[config.mk]
export PLATFORM = sky130hd
export DESIGN_NAME = rsi_front
export DESIGN_NICKNAME = d
export VERILOG_FILES = /design/src/rsi_pkg.sv /design/src/rsi_front.sv
export SDC_FILE = /design/constraint.sdc
export NUM_CORES = 2
export LEC_CHECK = 0
export BUFFER_PORTS_ARGS = -buffer_cell sky130_fd_sc_hd__buf_2
export CORE_ASPECT_RATIO = 0.6
export CORE_MARGIN = 3
export CORE_UTILIZATION = 36
export CTS_BUF_LIST = sky130_fd_sc_hd__clkbuf_8
export DETAILED_ROUTE_END_ITERATION = 16
export SLEW_MARGIN = 0
export SYNTH_ARGS = -nofsm -noshare
export SYNTH_HDL_FRONTEND = slang
export SYNTH_SLANG_ARGS = --single-unit
[constraint.sdc]
create_clock -name i_clk -period 47.4 [get_ports i_clk]
set_input_delay 7.11 -clock i_clk [delete_from_list [all_inputs] [get_ports i_clk]]
set_output_delay 7.11 -clock i_clk [all_outputs]
set_load 0.01 [all_outputs]
[src/rsi_pkg.sv]
// Shared types and constants for the RSI threshold signal block.
`timescale 1ns / 1ps
package rsi_pkg;
    localparam int SUM_W = 40;
    localparam int CHG_W = 33;
    localparam logic [1:0] REG_SYMBOL     = 2'd0;
    localparam logic [1:0] REG_LOOKBACK   = 2'd1;
    localparam logic [1:0] REG_OVERSOLD   = 2'd2;
    localparam logic [1:0] REG_OVERBOUGHT = 2'd3;
    localparam logic [13:0] RSI_FULL = 14'd10000;

    // Job handed from the front part to the back part.
    typedef struct packed {
        logic [SUM_W-1:0] gain;
        logic [SUM_W-1:0] loss;
        logic [31:0]      price;
        logic [47:0]      stamp;
    } t_job;
endpackage

[src/rsi_front.sv]
// Front part: symbol filter, change ring and running sums.
`timescale 1ns / 1ps
module rsi_front #(
    parameter int MAX_LOOKBACK = 64
) (
    input  logic                i_clk,
    input  logic                i_rst_n,
    input  logic                i_clear,
    input  logic [15:0]         i_symbol,
    input  logic [6:0]          i_lookback,
    input  logic                i_valid,
    output logic                o_ready,
    input  logic [15:0]         i_bar_symbol,
    input  logic [31:0]         i_close,
    input  logic [47:0]         i_time,
    output logic                o_job_valid,
    input  logic                i_job_ready,
    output rsi_pkg::t_job       o_job
);
    import rsi_pkg::*;
    localparam int PW = $clog2(MAX_LOOKBACK);
    localparam int LW = $clog2(MAX_LOOKBACK + 2);

    typedef enum logic [2:0] {
        S_IDLE = 3'b001, S_READ = 3'b010, S_UPD = 3'b100
    } t_state;

    logic signed [CHG_W-1:0] r_ring [MAX_LOOKBACK];
    logic signed [CHG_W-1:0] r_old;
    t_state r_state;
    logic [31:0] r_prev, r_close;
    logic [47:0] r_time;
    logic [SUM_W-1:0] r_gain, r_loss;
    logic [PW-1:0] r_ptr;
    logic [LW-1:0] r_seen;
    logic r_job_valid;
    t_job r_job;

    logic [LW-1:0] eff;
    logic [PW-1:0] ptr_use;
    logic signed [CHG_W-1:0] diff;
    logic [SUM_W-1:0] g1, l1, g2, l2;
    logic [LW-1:0] seen_n;

    always_comb begin
        if (i_lookback == 7'd0) eff = LW'(1);
        else if ({25'd0, i_lookback} > 32'(MAX_LOOKBACK)) eff = LW'(MAX_LOOKBACK);
        else eff = LW'(i_lookback);
        ptr_use = ({{(LW > PW ? LW - PW : 1){1'b0}}, r_ptr} >= eff) ? '0 : r_ptr;
        diff = $signed({1'b0, r_close}) - $signed({1'b0, r_prev});
        g1 = r_gain; l1 = r_loss;
        if (r_seen > eff) begin
            if (r_old > 0) g1 = r_gain - SUM_W'(r_old);
            else l1 = r_loss - SUM_W'(-r_old);
        end
        g2 = g1; l2 = l1;
        if (diff > 0) g2 = g1 + SUM_W'(diff);
        else l2 = l1 + SUM_W'(-diff);
        seen_n = (r_seen < eff + LW'(1)) ? r_seen + LW'(1) : r_seen;
    end

    assign o_ready = (r_state == S_IDLE) && !r_job_valid && !i_clear;
    assign o_job_valid = r_job_valid;
    assign o_job = r_job;

    always_ff @(posedge i_clk) begin
        if (r_state == S_READ) r_old <= r_ring[ptr_use];
        if (r_state == S_UPD && r_seen != '0) r_ring[ptr_use] <= diff;
    end

    always_ff @(posedge i_clk) begin
        if (!i_rst_n || i_clear) begin
            r_state <= S_IDLE;
            r_prev <= '0; r_gain <= '0; r_loss <= '0; r_ptr <= '0; r_seen <= '0;
            r_job_valid <= 1'b0;
        end else begin
            if (r_job_valid && i_job_ready) r_job_valid <= 1'b0;
            case (r_state)
                S_IDLE: if (i_valid && o_ready && i_bar_symbol == i_symbol) begin
                    r_close <= i_close; r_time <= i_time; r_state <= S_READ;
                end
                S_READ: r_state <= S_UPD;
                S_UPD: begin
                    if (r_seen != '0) begin
                        r_gain <= g2; r_loss <= l2;
                        r_ptr <= ({{(LW > PW ? LW - PW : 1){1'b0}}, ptr_use} + 1 >= eff)
                                 ? '0 : PW'(ptr_use + 1'b1);
                    end
                    r_prev <= r_close;
                    r_seen <= seen_n;
                    if (seen_n >= eff + LW'(1)) begin
                        r_job_valid <= 1'b1;
                        r_job.gain <= (r_seen != '0) ? g2 : r_gain;
                        r_job.loss <= (r_seen != '0) ? l2 : r_loss;
                        r_job.price <= r_close; r_job.stamp <= r_time;
                    end
                    r_state <= S_IDLE;
                end
                default: r_state <= S_IDLE;
            endcase
        end
    end

    a_sum: assert property (@(posedge i_clk) disable iff (!i_rst_n)
        r_job_valid && !i_job_ready |=> r_job_valid) else $error("job dropped");
    a_seen: assert property (@(posedge i_clk) disable iff (!i_rst_n)
        r_seen <= LW'(MAX_LOOKBACK + 1)) else $error("count overflow");
    a_idle: assert property (@(posedge i_clk) disable iff (!i_rst_n)
        o_ready |-> r_state == S_IDLE) else $error("ready while busy");
endmodule

**Yosys cells after proc, flatten, opt, wreduce, memory -nomap -nowiden**

Memories as Yosys holds them, arrays and structs flattened. A register that Yosys moved wholly into a read port is not among the register bits.
Cells that the tools add are included.

- Bitwise operators: 1
- $lt $le $gt $ge: 8
- Multiplexer cells: 20
- Eq/ne operators: 5
- Reduce and logical (&&, ||, !) cells: 15
- $add $sub $neg: 11

Operators by type and width:

| kind | count |
|---|---|
| 40-bit 2-to-1 mux | 8 |
| 40-bit adder | 2 |
| 33-bit negator with 40-bit output | 2 |
| 40-bit subtractor | 2 |
| 33-bit by 1-bit > comparator with 1-bit output (second input constant) | 2 |
| 32-bit by 32-bit subtractor with 33-bit output | 1 |
| 7-bit 2-to-1 mux | 3 |
| 16-bit equality test | 1 |
| 7-bit by 1-bit adder with 7-bit output (second input constant) | 2 |
| 7-bit greater-or-equal comparator | 2 |
| 6-bit 2-to-1 mux | 2 |
| 6-bit by 1-bit adder with 7-bit output (second input constant) | 1 |
| 6-bit by 7-bit greater-or-equal comparator with 1-bit output | 1 |
| 7-bit > comparator | 1 |
| 7-bit > comparator (second input constant) | 1 |
| 7-bit zero test | 1 |
| 7-bit < comparator | 1 |
| 7-bit nonzero test | 1 |
| 6-bit by 1-bit adder with 6-bit output (second input constant) | 1 |
| 1-bit logical AND | 6 |
| 3-bit one-hot mux with 2 select lines | 1 |
| 3-bit AND reduction | 2 |
| 1-bit 2-to-1 mux | 5 |
| 3-bit by 1-bit equality test with 1-bit output (second input constant) | 1 |
| 8 further kinds | 10 |

- Output and inout port bits: 162
- Memory bits (writable): 2112
- Memories kept: 1
- Register bits after elaboration: 369
- Bits of input ports: 124
- Logic and storage cells: 74

Memory list:

| name | depth | bits a word | rd ports | clocked after memory_dff | write ports | line | text |
|---|---|---|---|---|---|---|---|
| r_ring | 64 | 33 | 1 | 1 | 1 | rsi_front.sv:28 | `logic signed [CHG_W-1:0] r_ring [MAX_LOOKBACK];` |

**Longest topological paths before layout**

- Depth after elaboration: 9
- Depth in mapped cells: 31
- Mapped depth without buffers: 28

**Least setup slack after synthesis**

OpenSTA, ideal clock, no wires.

- Path kind: input -> register
- From: input port i_lookback[6]
- To: register r_job (netlist bit o_job[0]) (enable)
- Data arrival time: 21.407 ns
- Setup time: 0.877 ns
- Cell stages on the path: 26
- Required time: 46.523 ns
- Slack: 25.116 ns
- Cell sequence: clkbuf_1 -> inv_1 -> buf_1 -> o21a_1 -> ha_1 -> inv_1 -> ha_1 -> nor2b_1 -> o21a_1 -> o21ai_0 -> nand2b_1 -> a21oi_1 -> nor2b_1 -> o21ai_0 -> nand2b_1 -> clkbuf_1 -> or2_2 -> xnor2_1 -> ha_1 -> a21o_1 -> a21oi_1 -> nor2b_1 -> o21ai_0 -> nand2b_1 -> a21oi_1 -> nor3_1

- Word-level cells in the longest chain between the ends: 8
- Elaborated cells between the ends (all ways): 9
- Those cells by class: add/sub (1); order compare (3); mux (3); reduce/logical (2)

RTL lines:

| item | line | text |
|---|---|---|
| start: declaration | rsi_front.sv:10 | `input logic [6:0] i_lookback,` |
| 7-bit > comparator | rsi_front.sv:47 | `else if ({25'd0, i_lookback} > 32'(MAX_LOOKBACK)) eff = LW'(MAX_LOOKBACK);` |
| 7-bit 2-to-1 mux | rsi_front.sv:47 |  |
| 7-bit 2-to-1 mux * | rsi_front.sv:46 | `if (i_lookback == 7'd0) eff = LW'(1);` |
| 7-bit by 1-bit adder with 7-bit output * | rsi_front.sv:59 | `seen_n = (r_seen < eff + LW'(1)) ? r_seen + LW'(1) : r_seen;` |
| 7-bit < comparator * | rsi_front.sv:59 |  |
| 7-bit 2-to-1 mux * | rsi_front.sv:59 |  |
| named net seen_n[2] | rsi_front.sv:43 | `logic [LW-1:0] seen_n;` |
| 7-bit greater-or-equal comparator * | rsi_front.sv:91 | `if (seen_n >= eff + LW'(1)) begin` |
| 3-bit AND reduction (no source line) * | n/a |  |
| end: declaration | rsi_front.sv:37 | `t_job r_job;` |

The timed path passes the listed nets; every way through them passes the cells marked *.
A chain may end at the register's enable or synchronous reset.

**Worst setup path after layout**

- From: input port i_clear
- To: output port o_ready

- Word-level cells in the longest chain between the ends: 2

RTL lines:

| item | line | text |
|---|---|---|
| start: declaration | rsi_front.sv:8 | `input logic i_clear,` |
| 1-bit zero test | rsi_front.sv:62 | `assign o_ready = (r_state == S_IDLE) && !r_job_valid && !i_clear;` |
| 1-bit logical AND | rsi_front.sv:62 |  |
| end: declaration | rsi_front.sv:12 | `output logic o_ready,` |

No other way between the ends.

==> summary by stage <==
Detailed routing
The number of nets still failing antenna checks after routing is 0. The number of remaining DRC errors is 0. The number of vias per cell after detailed routing is about 6. The detailed router finished its first iteration with 11,653 violations. For this run, the detailed router's first-pass iteration total came to 9. Wires add up to 331,000 um.

The via count is 67,892. After detailed routing, the average wire length per cell comes to 28.8 um.

Synth
The synthesis-stage register bit count is 2,514. The area of the mapped netlist is 0.103 mm2. Synthesis produced 6,961 cells. The count of different cell masters after synthesis is 86. Counting flops with a built-in enable in the synthesized netlist gives 2,385. The number of warning messages in the yosys log is 0. After synthesis, the mean cell area works out to 14.9 um2. The fraction of registers with async set or reset after synthesis is 0. The number of nets handed over by synthesis was 7,317. The sequential share of the synthesized area is 0.717. The prevailing post-synth register cell is sky130_fd_sc_hd__edfxtp_1.

Global routing
For this run, the total global-route usage over all layers was measured as 0.217. The remaining global-route overflow is 0. The initial antenna violation count was 28. The global routing stage identified its most utilized layer as met1. The routing usage on met2 is 0.286. The first-pass GRT wire length is 469,000 um. Entering global routing, the biggest net connects 141 pins. The global-route met3 utilization is 0.0687.

The via count of the first global-routing pass was about 63,000. The global routing usage on met1 is 0.344.

STA
The tightest hold path in the finished design has a slack of 0.402 ns. The part of the cycle the worst path needs is 0.310. For the pin with the worst max-slew slack, the measured transition is roughly 1.3 ns. Derived from the worst setup path, the maximum achievable clock frequency is 68.0 MHz.

Setup repair after global routing left no endpoint under its margin. Across the routed clock network, the largest skew measured is 0.0815 ns. The worst pin sits at a relative slew slack of 0.138. The final hold violation count was 0. The setup total negative slack is 0 ns.

Setup violations remaining at the end of the flow were counted as 0. The final count of pins violating max slew is 0. After layout, the minimum clock period comes to about 15 ns.

Layout
The fill cell total of the finished layout is about 26,000. The area of the multi-input gates is approximately 0.028 mm2. The net count of the finished layout is between 7,000 and 8,000. The flip-flop and latch area is 0.0742 mm2. Relative to the synthesized area, the layout overhead comes to 12.7%. In the final layout, the share of cells above drive strength 1 is 0.139. After routing the design area is roughly 0.12 mm2.

Clocking
TritonCTS built the clock tree. The number of levels the H-tree was split into is 5. After clock tree synthesis, the flow added hold-fix buffers numbering 0. The maximum clock path buffer count is 4. After clock tree synthesis, the clock-pin slew on the worst setup and hold paths is 0.06 ns. Clock tree synthesis found a total of between 2,000 and 3,000 sinks. The number of gates resized after CTS was 0. The insertion delay of the later-clocked pin in the worst-skew pair is ~1 ns. The post-CTS setup buffer count is 0.

The root buffer cell is sky130_fd_sc_hd__clkbuf_8. Counting the buffers created by CTS gives 345.

Setup path
The kind of cell with the highest combined delay along the critical path is buffers and inverters. Traced cell by cell, the critical path runs through buf_2 -> nor3_1 -> buf_2. For this design, the slowest cell found on the critical path is sky130_fd_sc_hd__nor3_1. The kind of end point of the critical path is a primary output. The type of the setup path with the least slack is in -> out. The largest fanout on the critical path is 3. The startpoint of the worst register-to-register path is r_close[0]. In this run the critical register-to-register path is captured at o_job[119]. The worst setup path is launched from a primary input. In this run the register-to-register setup slack is 39.46 ns. The number of buffer and inverter stages on the critical path is 2. The longest individual stage delay on the worst path is 0.21 ns. At the worst endpoint, the arrival time is roughly 7.6 ns. For the worst setup path, the data required time is 40.29 ns. The path depth of the worst reg2reg path is 24.

The cell repeated most along the worst path is sky130_fd_sc_hd__buf_2.

Floorplan
The initial utilization of the core area, before any placement, comes to 0.364. From bottom edge to top edge, the die measures around 420 um. The die covers 0.294 mm2. Row generation in the floorplan step produced approximately 150 rows. The die is 698 um wide. The number of top-level pins is 286. After floorplanning, the core was sized to cover 0.284 mm2.

Pwr
The total leakage power is 0.0381 uW. The worst IR drop on VDD is about 0.023 mV. For this design the ratio of total power to cell area is 34.1 mW/mm2.

After layout, the design draws a total of 3980 uW.

Placement
The number of buffer cells added on primary ports is between 200 and 300. Summing all placed instances gives a cell area of 0.111 mm2. The routability congestion estimate is 0.936. The HPWL after detailed placement is 207,000 um.

Run
The reported max-cap violation count is 0.

Hold path
The worst hold path begins at r_time[26]. The worst min-delay path endpoint is o_job[26]. The tightest min-delay check is of the reg -> reg type.

The number of cells on the worst hold path is 0.

Status
The run finished with clean final reports.
[Yosys cell counts (16+ instances only)]
cell type / n / area share
sky130_fd_sc_hd__a2111oi_0: 16 / 0.0014
sky130_fd_sc_hd__a211oi_1: 76 / 0.0055
sky130_fd_sc_hd__a21o_1: 102 / 0.0074
sky130_fd_sc_hd__a21oi_1: 526 / 0.025
sky130_fd_sc_hd__a221oi_1: 216 / 0.018
sky130_fd_sc_hd__a222oi_1: 254 / 0.025
sky130_fd_sc_hd__a22oi_1: 70 / 0.0051
sky130_fd_sc_hd__a31oi_1: 88 / 0.0053
sky130_fd_sc_hd__and2_1: 16 / 0.00097
sky130_fd_sc_hd__and3_1: 21 / 0.0013
sky130_fd_sc_hd__buf_1: 72 / 0.0026
sky130_fd_sc_hd__buf_2: 83 / 0.0040
sky130_fd_sc_hd__clkbuf_1: 207 / 0.0075
sky130_fd_sc_hd__dfxtp_1: 129 / 0.025
sky130_fd_sc_hd__edfxtp_1: 2385 / 0.69
sky130_fd_sc_hd__ha_1: 227 / 0.027
sky130_fd_sc_hd__inv_1: 162 / 0.0059
sky130_fd_sc_hd__mux2_2: 25 / 0.0027
sky130_fd_sc_hd__mux2i_1: 294 / 0.028
sky130_fd_sc_hd__nand2_1: 476 / 0.017
sky130_fd_sc_hd__nand2b_1: 32 / 0.0019
sky130_fd_sc_hd__nand3_1: 70 / 0.0034
sky130_fd_sc_hd__nand4_1: 38 / 0.0023
sky130_fd_sc_hd__nor2_1: 374 / 0.014
sky130_fd_sc_hd__nor2b_1: 24 / 0.0015
sky130_fd_sc_hd__nor3_1: 37 / 0.0018
sky130_fd_sc_hd__nor4_1: 47 / 0.0028
sky130_fd_sc_hd__o211ai_1: 45 / 0.0033
sky130_fd_sc_hd__o21a_1: 39 / 0.0028
sky130_fd_sc_hd__o21ai_0: 237 / 0.011
sky130_fd_sc_hd__o21bai_1: 28 / 0.0020
sky130_fd_sc_hd__o22ai_1: 22 / 0.0013
sky130_fd_sc_hd__o2bb2ai_1: 125 / 0.011
sky130_fd_sc_hd__or4_1: 29 / 0.0021
sky130_fd_sc_hd__xnor2_1: 125 / 0.011
sky130_fd_sc_hd__xor2_1: 64 / 0.0054
[cell families after synthesis]
logic type	share of synthesized area
adders and majority gates	0.0284
AOI/OAI and AO/OA	0.134
xor gates and xnor gates	0.0160
and+or+nand+nor	0.0524
DFF	0.717
muxes	0.0312
buffers and inverters	0.0215
[layer usage]
metal	vias to the layer above	wire length, um
met4	0	5100
met2	4371	130000
met5	-	0
li1	28815	-
met1	34318	148000
met3	388	47900
[registers in the layout, indices dropped and copies added, names as in the netlist]
signal       flops
o_job          160
o_job_valid      1
r_close         32
r_gain          40
r_loss          40
r_old           33
r_prev          32
r_ptr            6
r_ring        2112
r_seen           7
r_state          3
r_time          48
[worst max-delay path by stage]
stage             startpoint  endpoint  slack, ns  depth (start not counted)
6_report             i_clear   o_ready      32.68                          3
5_1_grt              i_clear   o_ready      32.62                          3
4_1_cts              i_clear   o_ready      32.68                          3
3_5_place_dp         i_clear   o_ready      32.68                          3
3_3_place_gp         i_clear   o_ready      32.65                          3
2_1_floorplan  i_lookback[6]  o_job[0]      25.12                         26
[stage by stage]
stage	util	worst slack [ns]	std cells
floorplan	-	25.12	6961
global placement	0.389	32.65	10894
detailed placement	0.389	32.68	10894
CTS	0.410	32.68	11506
global route	0.410	32.62	11509
finish	0.411	32.68	11516
[where the power goes]
group	switching, uW	leakage, uW	total [uW]	internal, uW
clock	837	0.00353	1560	722
combinational	14.9	0.0121	25.5	10.6
sequential	0.0000898	0.0225	2390	2390
[layout make-up]
| cell class | count | area share |
|---|---|---|
| Inverter | 164 | 0.00528 |
| Antenna cell | 10 | 0.000215 |
| Timing Repair Buffer | 487 | 0.0260 |
| Multi-Input combinational cell | 3904 | 0.239 |
| Clock inverter | 249 | 0.00964 |
| Clock buffer | 363 | 0.0428 |
| Sequential cell | 2514 | 0.636 |
| Tap cell | 3825 | 0.0410 |
[cells in the final DEF (no fill, tap or decap), types with 29 or more instances in the layout]
cell / count
sky130_fd_sc_hd__edfxtp_1: 2385
sky130_fd_sc_hd__a21oi_1: 525
sky130_fd_sc_hd__nand2_1: 472
sky130_fd_sc_hd__clkbuf_8: 363
sky130_fd_sc_hd__nor2_1: 310
sky130_fd_sc_hd__mux2i_1: 294
sky130_fd_sc_hd__buf_2: 285
sky130_fd_sc_hd__inv_1: 266
sky130_fd_sc_hd__a222oi_1: 254
sky130_fd_sc_hd__o21ai_0: 237
sky130_fd_sc_hd__ha_1: 227
sky130_fd_sc_hd__a221oi_1: 216
sky130_fd_sc_hd__buf_4: 195
sky130_fd_sc_hd__dfxtp_1: 128
sky130_fd_sc_hd__o2bb2ai_1: 125
sky130_fd_sc_hd__xnor2_1: 116
sky130_fd_sc_hd__a21o_1: 102
sky130_fd_sc_hd__clkinv_1: 95
sky130_fd_sc_hd__a31oi_1: 88
sky130_fd_sc_hd__a211oi_1: 73
sky130_fd_sc_hd__a22oi_1: 70
sky130_fd_sc_hd__nand3_1: 69
sky130_fd_sc_hd__nor2_4: 63
sky130_fd_sc_hd__xor2_1: 60
sky130_fd_sc_hd__nor4_1: 45
sky130_fd_sc_hd__o211ai_1: 45
sky130_fd_sc_hd__o21a_1: 39
sky130_fd_sc_hd__nand4_1: 38
sky130_fd_sc_hd__nor3_1: 33
sky130_fd_sc_hd__nand2b_1: 31
sky130_fd_sc_hd__or4_1: 29
No activity file was read; power rests on OpenSTA's default activity.
